`config.mk`:
```
export PLATFORM = sky130hd
export DESIGN_NAME = callsign_ssid_parser
export DESIGN_NICKNAME = d
export VERILOG_FILES = /design/src/csp_pkg.sv /design/src/csp_result.sv /design/src/callsign_ssid_parser.sv
export VERILOG_INCLUDE_DIRS = /design/src /design/src/src
export SDC_FILE = /design/constraint.sdc
export NUM_CORES = 1
export LEC_CHECK = 0
export BUFFER_PORTS_ARGS = -buffer_cell sky130_fd_sc_hd__clkbuf_2
export CAP_MARGIN = 20
export CORE_MARGIN = 2
export CORE_UTILIZATION = 50
export CTS_CLUSTER_SIZE = 10
export DETAILED_ROUTE_END_ITERATION = 12
export HOLD_SLACK_MARGIN = 0.1
export PLACE_DENSITY = 0.69
export SYNTH_ARGS = -nofsm -noshare
export SYNTH_HDL_FRONTEND = slang
export SYNTH_HIERARCHICAL = 1
export SYNTH_SLANG_ARGS = --single-unit
```
`constraint.sdc`:
```
create_clock -name i_clk -period 5.05 [get_ports i_clk]
set_input_delay 0.505 -clock i_clk [delete_from_list [all_inputs] [get_ports i_clk]]
set_output_delay 0.505 -clock i_clk [all_outputs]
set_load 0.1 [all_outputs]
```
`src/callsign_ssid_parser_assert.svh`:
```
// ---------------------------------------------------------------------------
// Callsign SSID parser assertion macros
// Concurrent assertion wrappers that vanish in synthesis builds.
// ---------------------------------------------------------------------------
`ifndef CALLSIGN_SSID_PARSER_ASSERT_SVH
`define CALLSIGN_SSID_PARSER_ASSERT_SVH
`ifndef SYNTHESIS
`define CSP_ASSERT(label, prop) \
    label: assert property (@(posedge i_clk) disable iff (!i_rst_n) prop) \
        else $error("callsign_ssid_parser assertion failed");
`define CSP_ASSERT_ALWAYS(label, prop) \
    label: assert property (@(posedge i_clk) prop) \
        else $error("callsign_ssid_parser assertion failed");
`else
`define CSP_ASSERT(label, prop)
`define CSP_ASSERT_ALWAYS(label, prop)
`endif
`endif

```
`src/csp_pkg.sv`:
```
// ---------------------------------------------------------------------------
// Callsign SSID parser package
// Shared constants, parse state and result types, and the base packer.
// ---------------------------------------------------------------------------
package csp_pkg;

    localparam int CALL_BUFFER_LEN = 10;
    localparam int STORE_DEPTH     = CALL_BUFFER_LEN - 1;
    localparam int CNT_W           = $clog2(STORE_DEPTH + 1);
    localparam int MAX_BASE        = 6;
    localparam int RUN_W           = 4;
    localparam int BASE_W          = 8 * MAX_BASE;

    localparam logic [7:0] CHAR_DASH    = 8'h2D;
    localparam logic [7:0] CHAR_UNDER   = 8'h5F;
    localparam logic [7:0] CHAR_ZERO    = 8'h30;
    localparam logic [7:0] CHAR_NINE    = 8'h39;
    localparam logic [7:0] CHAR_UP_A    = 8'h41;
    localparam logic [7:0] CHAR_UP_Z    = 8'h5A;
    localparam logic [7:0] CHAR_LO_A    = 8'h61;
    localparam logic [7:0] CHAR_LO_Z    = 8'h7A;
    localparam logic [7:0] CHAR_TERM    = 8'h00;
    localparam logic [7:0] CASE_OFFSET  = 8'd32;
    localparam logic [7:0] MAX_SSID     = 8'd15;

    typedef logic [MAX_BASE-1:0][7:0] t_store;

    typedef struct packed {
        t_store           store;
        logic [CNT_W-1:0] char_count;
        logic             after_sep;
        logic [3:0]       sfx_count;
        logic [7:0]       sfx_value;
        logic [RUN_W-1:0] trail_run;
        logic [3:0]       last_digit;
        logic [3:0]       prev_digit;
        logic             error;
    } t_parse_state;

    typedef struct packed {
        logic              valid_res;
        logic [BASE_W-1:0] base_call;
        logic [2:0]        base_length;
        logic              ssid_present;
        logic [3:0]        ssid_value;
    } t_result;

    function automatic logic [BASE_W-1:0] pack_base(t_store st, logic [RUN_W-1:0] len);
        logic [BASE_W-1:0] v;
        v = '0;
        for (int i = 0; i < MAX_BASE; i++) begin
            if (RUN_W'(i) < len) begin
                v[BASE_W-1-8*i -: 8] = st[i];
            end
        end
        return v;
    endfunction

endpackage

```
`src/csp_result.sv`:
```
// ---------------------------------------------------------------------------
// Callsign SSID parser result builder
// Turns the accumulated parse state into the final result at the terminator.
// ---------------------------------------------------------------------------
module csp_result (
    input  csp_pkg::t_parse_state i_state,
    output csp_pkg::t_result      o_result
);

    always_comb begin
        logic [csp_pkg::RUN_W-1:0] cnt;
        logic [csp_pkg::RUN_W-1:0] run;
        logic [csp_pkg::RUN_W-1:0] k;
        logic [6:0]                n;
        cnt      = csp_pkg::RUN_W'(i_state.char_count);
        run      = (i_state.trail_run > cnt) ? cnt : i_state.trail_run;
        k        = cnt - run;
        n        = (run == csp_pkg::RUN_W'(1)) ? 7'(i_state.last_digit)
                 : 7'(7'(i_state.prev_digit) * 7'd10) + 7'(i_state.last_digit);
        o_result = '0;
        if (i_state.error) begin
            o_result = '0;
        end else if (i_state.after_sep) begin
            if (i_state.sfx_count >= 4'd1 && i_state.sfx_count <= 4'd2
                && i_state.sfx_value <= csp_pkg::MAX_SSID) begin
                o_result.valid_res    = 1'b1;
                o_result.base_call    = csp_pkg::pack_base(i_state.store, cnt);
                o_result.base_length  = cnt[2:0];
                o_result.ssid_present = 1'b1;
                o_result.ssid_value   = i_state.sfx_value[3:0];
            end
        end else if (cnt <= csp_pkg::RUN_W'(csp_pkg::MAX_BASE)) begin
            if (cnt != '0) begin
                o_result.valid_res   = 1'b1;
                o_result.base_call   = csp_pkg::pack_base(i_state.store, cnt);
                o_result.base_length = cnt[2:0];
            end
        end else if (run != '0 && run <= csp_pkg::RUN_W'(2) && k != '0
                     && k <= csp_pkg::RUN_W'(csp_pkg::MAX_BASE) && n <= 7'd15) begin
            o_result.valid_res    = 1'b1;
            o_result.base_call    = csp_pkg::pack_base(i_state.store, k);
            o_result.base_length  = k[2:0];
            o_result.ssid_present = 1'b1;
            o_result.ssid_value   = n[3:0];
        end
    end

endmodule

```
`src/callsign_ssid_parser.sv`:
```
// ---------------------------------------------------------------------------
// Callsign SSID parser
// One character per beat; a zero character yields one parsed result beat.
// ---------------------------------------------------------------------------
// Throughput is one character per cycle while o_stall is low, limited by the single state update.
// A result appears on the output register in the cycle after its terminator is accepted.
// Characters are held off only while a result beat waits on a stalled receiver.
// Synchronous active-low reset clears the parse state and the output valid.
module callsign_ssid_parser (
    input  logic        i_clk,
    input  logic        i_rst_n,
    input  logic        i_valid,
    output logic        o_stall,
    input  logic [7:0]  i_character,
    output logic        o_valid,
    input  logic        i_stall,
    output logic        o_valid_res,
    output logic [47:0] o_base_call,
    output logic [2:0]  o_base_length,
    output logic        o_ssid_present,
    output logic [3:0]  o_ssid_value
);

    `include "callsign_ssid_parser_assert.svh"

    csp_pkg::t_parse_state r_state;
    csp_pkg::t_parse_state n_state;
    csp_pkg::t_result      r_out;
    csp_pkg::t_result      w_result;
    logic                  r_out_valid;
    logic                  w_accept;
    logic                  w_term;
    logic [7:0]            w_char;
    logic                  w_digit;
    logic                  w_alpha;
    logic [11:0]           w_sfx_next;

    assign o_stall  = r_out_valid && i_stall;
    assign w_accept = i_valid && !o_stall;
    assign w_term   = (i_character == csp_pkg::CHAR_TERM);

    assign w_char   = (i_character >= csp_pkg::CHAR_LO_A && i_character <= csp_pkg::CHAR_LO_Z)
                    ? i_character - csp_pkg::CASE_OFFSET : i_character;
    assign w_digit  = (w_char >= csp_pkg::CHAR_ZERO && w_char <= csp_pkg::CHAR_NINE);
    assign w_alpha  = (w_char >= csp_pkg::CHAR_UP_A && w_char <= csp_pkg::CHAR_UP_Z);
    assign w_sfx_next = 12'(12'(r_state.sfx_value) * 12'd10) + 12'(w_char[3:0]);

    always_comb begin
        n_state = r_state;
        if (w_term) begin
            n_state = '0;
        end else if (r_state.error) begin
            n_state = r_state;
        end else if (r_state.after_sep) begin
            if (!w_digit) begin
                n_state.error = 1'b1;
            end else begin
                n_state.sfx_value = (w_sfx_next > 12'd255) ? 8'hFF : w_sfx_next[7:0];
                if (r_state.sfx_count != 4'hF) begin
                    n_state.sfx_count = r_state.sfx_count + 4'd1;
                end
            end
        end else if (w_char == csp_pkg::CHAR_DASH || w_char == csp_pkg::CHAR_UNDER) begin
            if (r_state.char_count == '0
                || r_state.char_count > csp_pkg::CNT_W'(csp_pkg::MAX_BASE)) begin
                n_state.error = 1'b1;
            end else begin
                n_state.after_sep = 1'b1;
            end
        end else if (!(w_alpha || w_digit)
                     || r_state.char_count >= csp_pkg::CNT_W'(csp_pkg::STORE_DEPTH)) begin
            n_state.error = 1'b1;
        end else begin
            for (int i = 0; i < csp_pkg::MAX_BASE; i++) begin
                if (r_state.char_count == csp_pkg::CNT_W'(i)) begin
                    n_state.store[i] = w_char;
                end
            end
            n_state.char_count = r_state.char_count + csp_pkg::CNT_W'(1);
            if (w_digit) begin
                n_state.prev_digit = r_state.last_digit;
                n_state.last_digit = w_char[3:0];
                if (r_state.trail_run != '1) begin
                    n_state.trail_run = r_state.trail_run + csp_pkg::RUN_W'(1);
                end
            end else begin
                n_state.trail_run = '0;
            end
        end
    end

    csp_result u_result (
        .i_state  (r_state),
        .o_result (w_result)
    );

    always_ff @(posedge i_clk) begin
        if (!i_rst_n) begin
            r_state     <= '0;
            r_out_valid <= 1'b0;
        end else begin
            if (w_accept) begin
                r_state <= n_state;
            end
            if (w_accept && w_term) begin
                r_out_valid <= 1'b1;
            end else if (!i_stall) begin
                r_out_valid <= 1'b0;
            end
        end
    end

    always_ff @(posedge i_clk) begin
        if (w_accept && w_term) begin
            r_out <= w_result;
        end
    end

    assign o_valid        = r_out_valid;
    assign o_valid_res    = r_out.valid_res;
    assign o_base_call    = r_out.base_call;
    assign o_base_length  = r_out.base_length;
    assign o_ssid_present = r_out.ssid_present;
    assign o_ssid_value   = r_out.ssid_value;

    `CSP_ASSERT(a_term_clears, w_accept && w_term |=> r_state == '0)
    `CSP_ASSERT(a_count_bound, r_state.char_count <= csp_pkg::CNT_W'(csp_pkg::STORE_DEPTH))
    `CSP_ASSERT(a_invalid_zero, r_out_valid && !r_out.valid_res |-> r_out == '0)
    `CSP_ASSERT(a_ssid_absent, r_out_valid && !r_out.ssid_present |-> r_out.ssid_value == '0)
    `CSP_ASSERT_ALWAYS(a_reset_idle, !i_rst_n |=> !r_out_valid)

endmodule
```
== Word level (Yosys, flattened, before mapping) ==
Index checks and enable logic that the tools add are counted.

* Bits in registers: 136
* Latch bits: 0
* Memory bits (writable): 0
* ROM bits: 0
* Output and inout port bits: 59
* Word-level logic and storage cells: 169
* Memories kept: 0

* $add $sub $neg: 7
* $mul: 2
* Divide/modulo/power cells: 0
* Order comparisons: 29
* Eq/ne operators: 16
* Shift operators: 0
* Multiplexer cells: 51
* Bitwise logic cells: 0
* Reductions and logical operators: 44

{| class="wikitable"
|+ Operator list
! operator !! number
|-
| $mux W52 || 4
|-
| $mux W57 || 3
|-
| $mux W8 || 21
|-
| $mux W78 || 2
|-
| $mux W12 || 5
|-
| $mux W53 || 1
|-
| $reduce_and A6 Y1 || 8
|-
| $reduce_bool A2 Y1 || 9
|-
| $ge A8 B7 Y1 const B || 2
|-
| $le A8 B7 Y1 const B || 2
|-
| $lt A1 B4 Y1 const A || 4
|-
| $lt A2 B4 Y1 const A || 4
|-
| $lt A3 B4 Y1 const A || 4
|-
| $mux W4 || 4
|-
| $add A12 B4 Y12 || 1
|-
| $add A4 B1 Y4 const B || 3
|-
| $gt A12 B8 Y1 const B || 1
|-
| $logic_and A1 B1 Y1 || 12
|-
| $reduce_bool A4 Y1 || 3
|-
| $mul A8 B3 Y11 const B || 1
|-
| $reduce_and A5 Y1 || 2
|-
| $mux W1 || 9
|-
| $eq A4 B1 Y1 const B || 2
|-
| $eq A4 B2 Y1 const B || 2
|-
| 29 further kinds || 40
|}

== Logic depth before layout (Yosys ltp) ==
* Depth after elaboration: 13
* Gate-level depth with buffers: 18

== Cells and area by module ==
Netlist, hierarchy kept.

{| class="wikitable"
|+ Modules (own cells, without submodules)
! module !! times used !! cells an instance !! area an instance (sq um) !! seq. area each (sq um)
|-
| callsign_ssid_parser || 1 || 482 || 5691.7 || 3293.2
|-
| csp_result || 1 || 200 || 1441.4 || 0.0
|}

== Worst setup path before layout ==
Ideal clock, no wire load.

* Path type: reg2reg
* Start point: reg r_state[27] (netlist bit)
* End point: reg r_out (netlist bit o_base_call[32]), data pin
* Setup time: 255 ps
* Arrival: 3219 ps
* Data required time: 4795 ps
* Path slack: 1576 ps
* Stages on the path, launching flop included: 17
* Clock period less this slack: 3474 ps
* Cell sequence: dfxtp_1 -> buf_6 -> inv_1 -> ha_1 -> nor2b_1 -> o211a_1 -> o21a_1 -> o21ai_0 -> ha_1 -> inv_1 -> ha_1 -> nor3_1 -> a21o_1 -> a21oi_2 -> a2111oi_2 -> a21oi_2 -> and2_1

* Longest elaborated chain between the ends: 10

{| class="wikitable"
|+ Ends and longest elaborated chain
! element !! RTL line !! RTL
|-
| start: declaration || callsign_ssid_parser.sv:26 || <nowiki>csp_pkg::t_parse_state r_state;</nowiki>
|-
| start signal: assignment || callsign_ssid_parser.sv:103 || <nowiki>r_state <= n_state;</nowiki>
|-
| parallel branches: the longest is 9 deep, another holds $gt A4 B4 Y1 || -- ||
|-
| $mux W57 * || csp_result.sv:23 || <nowiki>end else if (i_state.after_sep) begin</nowiki>
|-
| end signal: assignment || callsign_ssid_parser.sv:115 || <nowiki>r_out <= w_result;</nowiki>
|-
| end: declaration || callsign_ssid_parser.sv:28 || <nowiki>csp_pkg::t_result r_out;</nowiki>
|}

Mark *: on every way between the ends.
A chain may end at the register's enable or synchronous reset.

== Worst setup path after layout ==
* Start point: reg r_state[10] (netlist bit)
* End point: reg r_out (netlist bit o_base_call[42]), data pin

* Longest elaborated chain between the ends: 10

{| class="wikitable"
|+ Ends and longest elaborated chain
! element !! RTL line !! RTL
|-
| $gt A4 B4 Y1 || csp_result.sv:16 || <nowiki>run = (i_state.trail_run > cnt) ? cnt : i_state.trail_run;</nowiki>
|-
| $mux W4 * || csp_result.sv:16 ||
|-
| parallel branches: the longest is 5 deep, another holds $sub A4 B4 Y4 || -- ||
|-
| $mux W57 * || csp_result.sv:38 || <nowiki>end else if (run != '0 && run <= csp_pkg::RUN_W'(2) && k != '0</nowiki>
|-
| $mux W52 * || csp_result.sv:32 || <nowiki>end else if (cnt <= csp_pkg::RUN_W'(csp_pkg::MAX_BASE)) begin</nowiki>
|-
| $mux W57 * || csp_result.sv:23 ||
|}

Marks and branches as above.

==> summary.md <==
| Metric | Value |
|---|---|
| Status | completed |
| CTS tree | yes |
| I/O pins | 71 |
| Final HPWL DP | 12.9 mm |
| Max_cap viols | 0 |
| Hold-critical path depth | 3 |
| Hold Path End | o_valid$_SDFFE_PN0P_ |
| Largest net degree at the start of global routing | 40 |
| Worst-Margin Slew | 0.958 ns |
| CTS Root Buffer Type | clkbuf_16 |
| Fin. Hold Viols | 0 |
| Arrival @ worst endpoint | 4.09 ns |
| Worst reg-to-reg setup slack | 1.11 ns |
| Worst Setup Start Kind | flop |
| Hold_ws | 0.385 ns |
| FF-to-FF Start | r_state[10]$_SDFFE_PN0P_ |
| Post_cts resized | 0 |
| Clock slew seen by the registers of the worst setup and hold paths | 0.06 ns |
| Number of diodes | 0 |
| Largest vdd supply drop | 208 µV |
| Crit-path max FO | 12 |
| Iter 0 DRT Violations | 563 |
| Initial Util | 51.2% |
| Slew headroom | 35.7% |
| CP Buf/Inv Count | 2 |
| H-tree depth | 4 |
| CP delay by family, top | compound AO/OA/AOI/OAI gates |
| #FFs+latches synth | 136 |
| Endpoints failing setup | 0 |
| Mapped Area | 7130 µm² |
| Net Count, Synth | 732 |
| Lkg Pwr | 3.25 nW |
| Sequential share of the synthesized area | 46.2% |
| Final std cells w/o fill | 945 |
| Setup TNS | 0 ns |
| RSZ-0062 raised after global routing | no |
| Layout area overhead | 15.1% |
| Vias in the first global route | 5398 |
| Yosys top cell area share | 24.0% |
| Slowest cell on crit path | dfxtp_1 |
| Yosys warnings | 6 |
| Fill count | 1158 |
| DP Cell Count | 913 |
| Die height | 123 µm |
| Worst Path Required | 5.20 ns |
| Crit end category | flop |
| Area leader, netlist | edfxtp_1 |
| Routability cong. | 0.895 |
| Hold_buf cts | 0 |
| Wire per inst | 18.8 µm |
| Post-Syn Instances | 682 |
| Gr ovfl total | 0 |
| Worst reg-to-reg path cell count | 15 |
| Util after Layout | 58.9% |
| GRT Total Usage | 24.2% |
| Total CTS buffers | 17 |
| CP Cell Sequence | ha_1, nor2b_1, o211a_1, o21a_1, o21ai_0, ha_1, inv_1, ha_1, inv_1, nand2_1, a211oi_1, a41oi_2, nand4_2, o21a_1, nor2b_1 |
| Hold Path Origin | i_stall |
| Main synth FF type | dfxtp_1 |
| Antenna-violating nets left | 0 |
| Die width | 123 µm |
| First-pass GRT wire length | 27.9 mm |
| # rows | 43 |
| Final WL | 17.8 mm |
| IO Port Bufs | 70 |
| Antenna violations before repair | 0 |
| Max Clock Skew | 0.00807 ns |
| Final worst-path cycle share | 77.9% |
| Hold Crit Class | in2reg |
| Power per standard cell area | 304 nW/µm² |
| Syn avg cell area | 10.5 µm² |
| Post-CTS Setup Bufs | 0 |
| Vias | 5687 |
| Max stage delay on crit path | 0.59 ns |
| Layout cells sized above 1 | 19.1% |
| Number of nets in the layout | 802 |
| Type of the worst setup path | reg2reg |
| EDFF count, synth | 57 |
| Die area | 15200 µm² |
| # clock sinks | 136 |
| Avg Vias per Cell | 6.02 |
| Fraction of registers with async set/reset | 0% |
| Worst path most repeated cell | ha_1 |
| FF-to-FF End | o_base_call[42]$_DFFE_PP_ |
| Slew Limit Fails | 0 |
| Top post-synthesis cells by area | edfxtp_1 24%, dfxtp_1 22%, ha_1 6.0% |
| CORE AREA | 13900 µm² |
| Clk buf depth | 2 |
| Minimum clock period | 3.94 ns |
| Number of detailed-route iterations in the first pass | 5 |
| DRC violations left | 0 |
| Clk_lat worst skew | 0.42 ns |
| Synth cell types | 84 |
| Fmax | 254 MHz |
==> kinds of logic (layout without fill, tap and decap cells) <==
logic type / Yosys count / after routing / synth area share (%)
compound gates: 167 / 167 / 18.8
xor+xnor: 15 / 15 / 2.05
fa+ha+maj: 39 / 39 / 7.24
buf+inv: 52 / 135 / 3.12
flops: 136 / 136 / 46.2
mux: 15 / 15 / 2.10
simple gates: 258 / 258 / 20.5
==> stage by stage <==
| stage | worst slack [ns] | power, mW | area (µm²) |
|---|---|---|---|
| 4_1_cts | 1.14 | 2.50 | 8210 |
| 5_1_grt | 0.758 | 2.56 | 8210 |
| 3_5_place_dp | 1.14 | 1.29 | 7620 |
| 3_3_place_gp | 1.31 | 1.29 | 7620 |
| 2_1_floorplan | 1.58 | 1.25 | 7130 |
| 6_report | 1.11 | 2.49 | 8210 |
==> synth_stat cells (all sizes together), types with 14 or more instances <==
cell type / instances
dfxtp: 79
nand2: 59
edfxtp: 57
nor2b: 41
nor2: 40
a21oi: 35
ha: 34
inv: 30
o21ai: 26
and2: 23
a32o: 21
nand3: 19
mux2i: 15
a22o: 14
clkbuf: 14
nand2b: 14
nor3: 14
==> worst min-delay path: stages <==
cell	delay, ns
clkbuf_2	0.08
nand2_1	0.10
a21oi_1	0.07
==> sequential cells by signal (all words and copies together), names as in the netlist <==
name and cells:
o_base_call 48, o_ssid_present 1, o_valid_res 1, r_state 78, o_base_length 3, o_ssid_value 4, o_valid 1
==> layout by cell type (no fill, tap or decap), types with 17 or more instances in the layout <==
cell type  synthesis  routed
dfxtp_1           79      79
clkbuf_2           0      70
nand2_1           59      59
edfxtp_1          57      57
nor2b_1           40      40
nor2_1            39      39
ha_1              34      34
a21oi_1           30      30
inv_1             30      29
and2_1            21      21
a32o_1            21      21
o21ai_0           20      20
nand3_1           18      18
clkbuf_16          0      17
==> worst max path at each step <==
stage / start / endpoint / slack (ns) / cells after the start
after floorplan: r_state[27]$_SDFFE_PN0P_ / o_base_call[32]$_DFFE_PP_ / 1.58 / 16
after global routing: r_state[29]$_SDFFE_PN0P_ / o_base_call[42]$_DFFE_PP_ / 0.76 / 16
after global placement: r_state[10]$_SDFFE_PN0P_ / o_base_call[44]$_DFFE_PP_ / 1.31 / 15
after CTS: r_state[10]$_SDFFE_PN0P_ / o_base_call[42]$_DFFE_PP_ / 1.14 / 15
after detailed placement: r_state[10]$_SDFFE_PN0P_ / o_base_call[42]$_DFFE_PP_ / 1.14 / 15
final: r_state[10]$_SDFFE_PN0P_ / o_base_call[42]$_DFFE_PP_ / 1.11 / 15
==> area by class of cell <==
type	instances	area [µm²]	share of cell area, %
Clock buffer	19	443	5.40
Timing Repair Buffer	73	373	4.54
Sequential cell	136	3290	40.1
Tap cell	180	225	2.74
Multi-Input combinational cell	494	3620	44.1
Clock inverter	13	144	1.75
Inverter	30	113	1.37
==> report_power, final <==
part | leakage [nW] | switching (mW) | internal, mW
registers | 1.26 | 0.00714 | 1.14
logic | 1.71 | 0.0881 | 0.0323
clock network | 0.279 | 0.480 | 0.745
==> metal layers <==
layer  global-route usage, %  vias to the layer above  routed length (µm)
li1                        -                     2684                   -
met1                    30.9                     2765                7590
met2                    41.0                      212                8750
met3                    4.34                       26                1120
met4                    8.66                        0                 312
met5                       0                        -                   0
No activity file was read; power rests on OpenSTA's default activity.
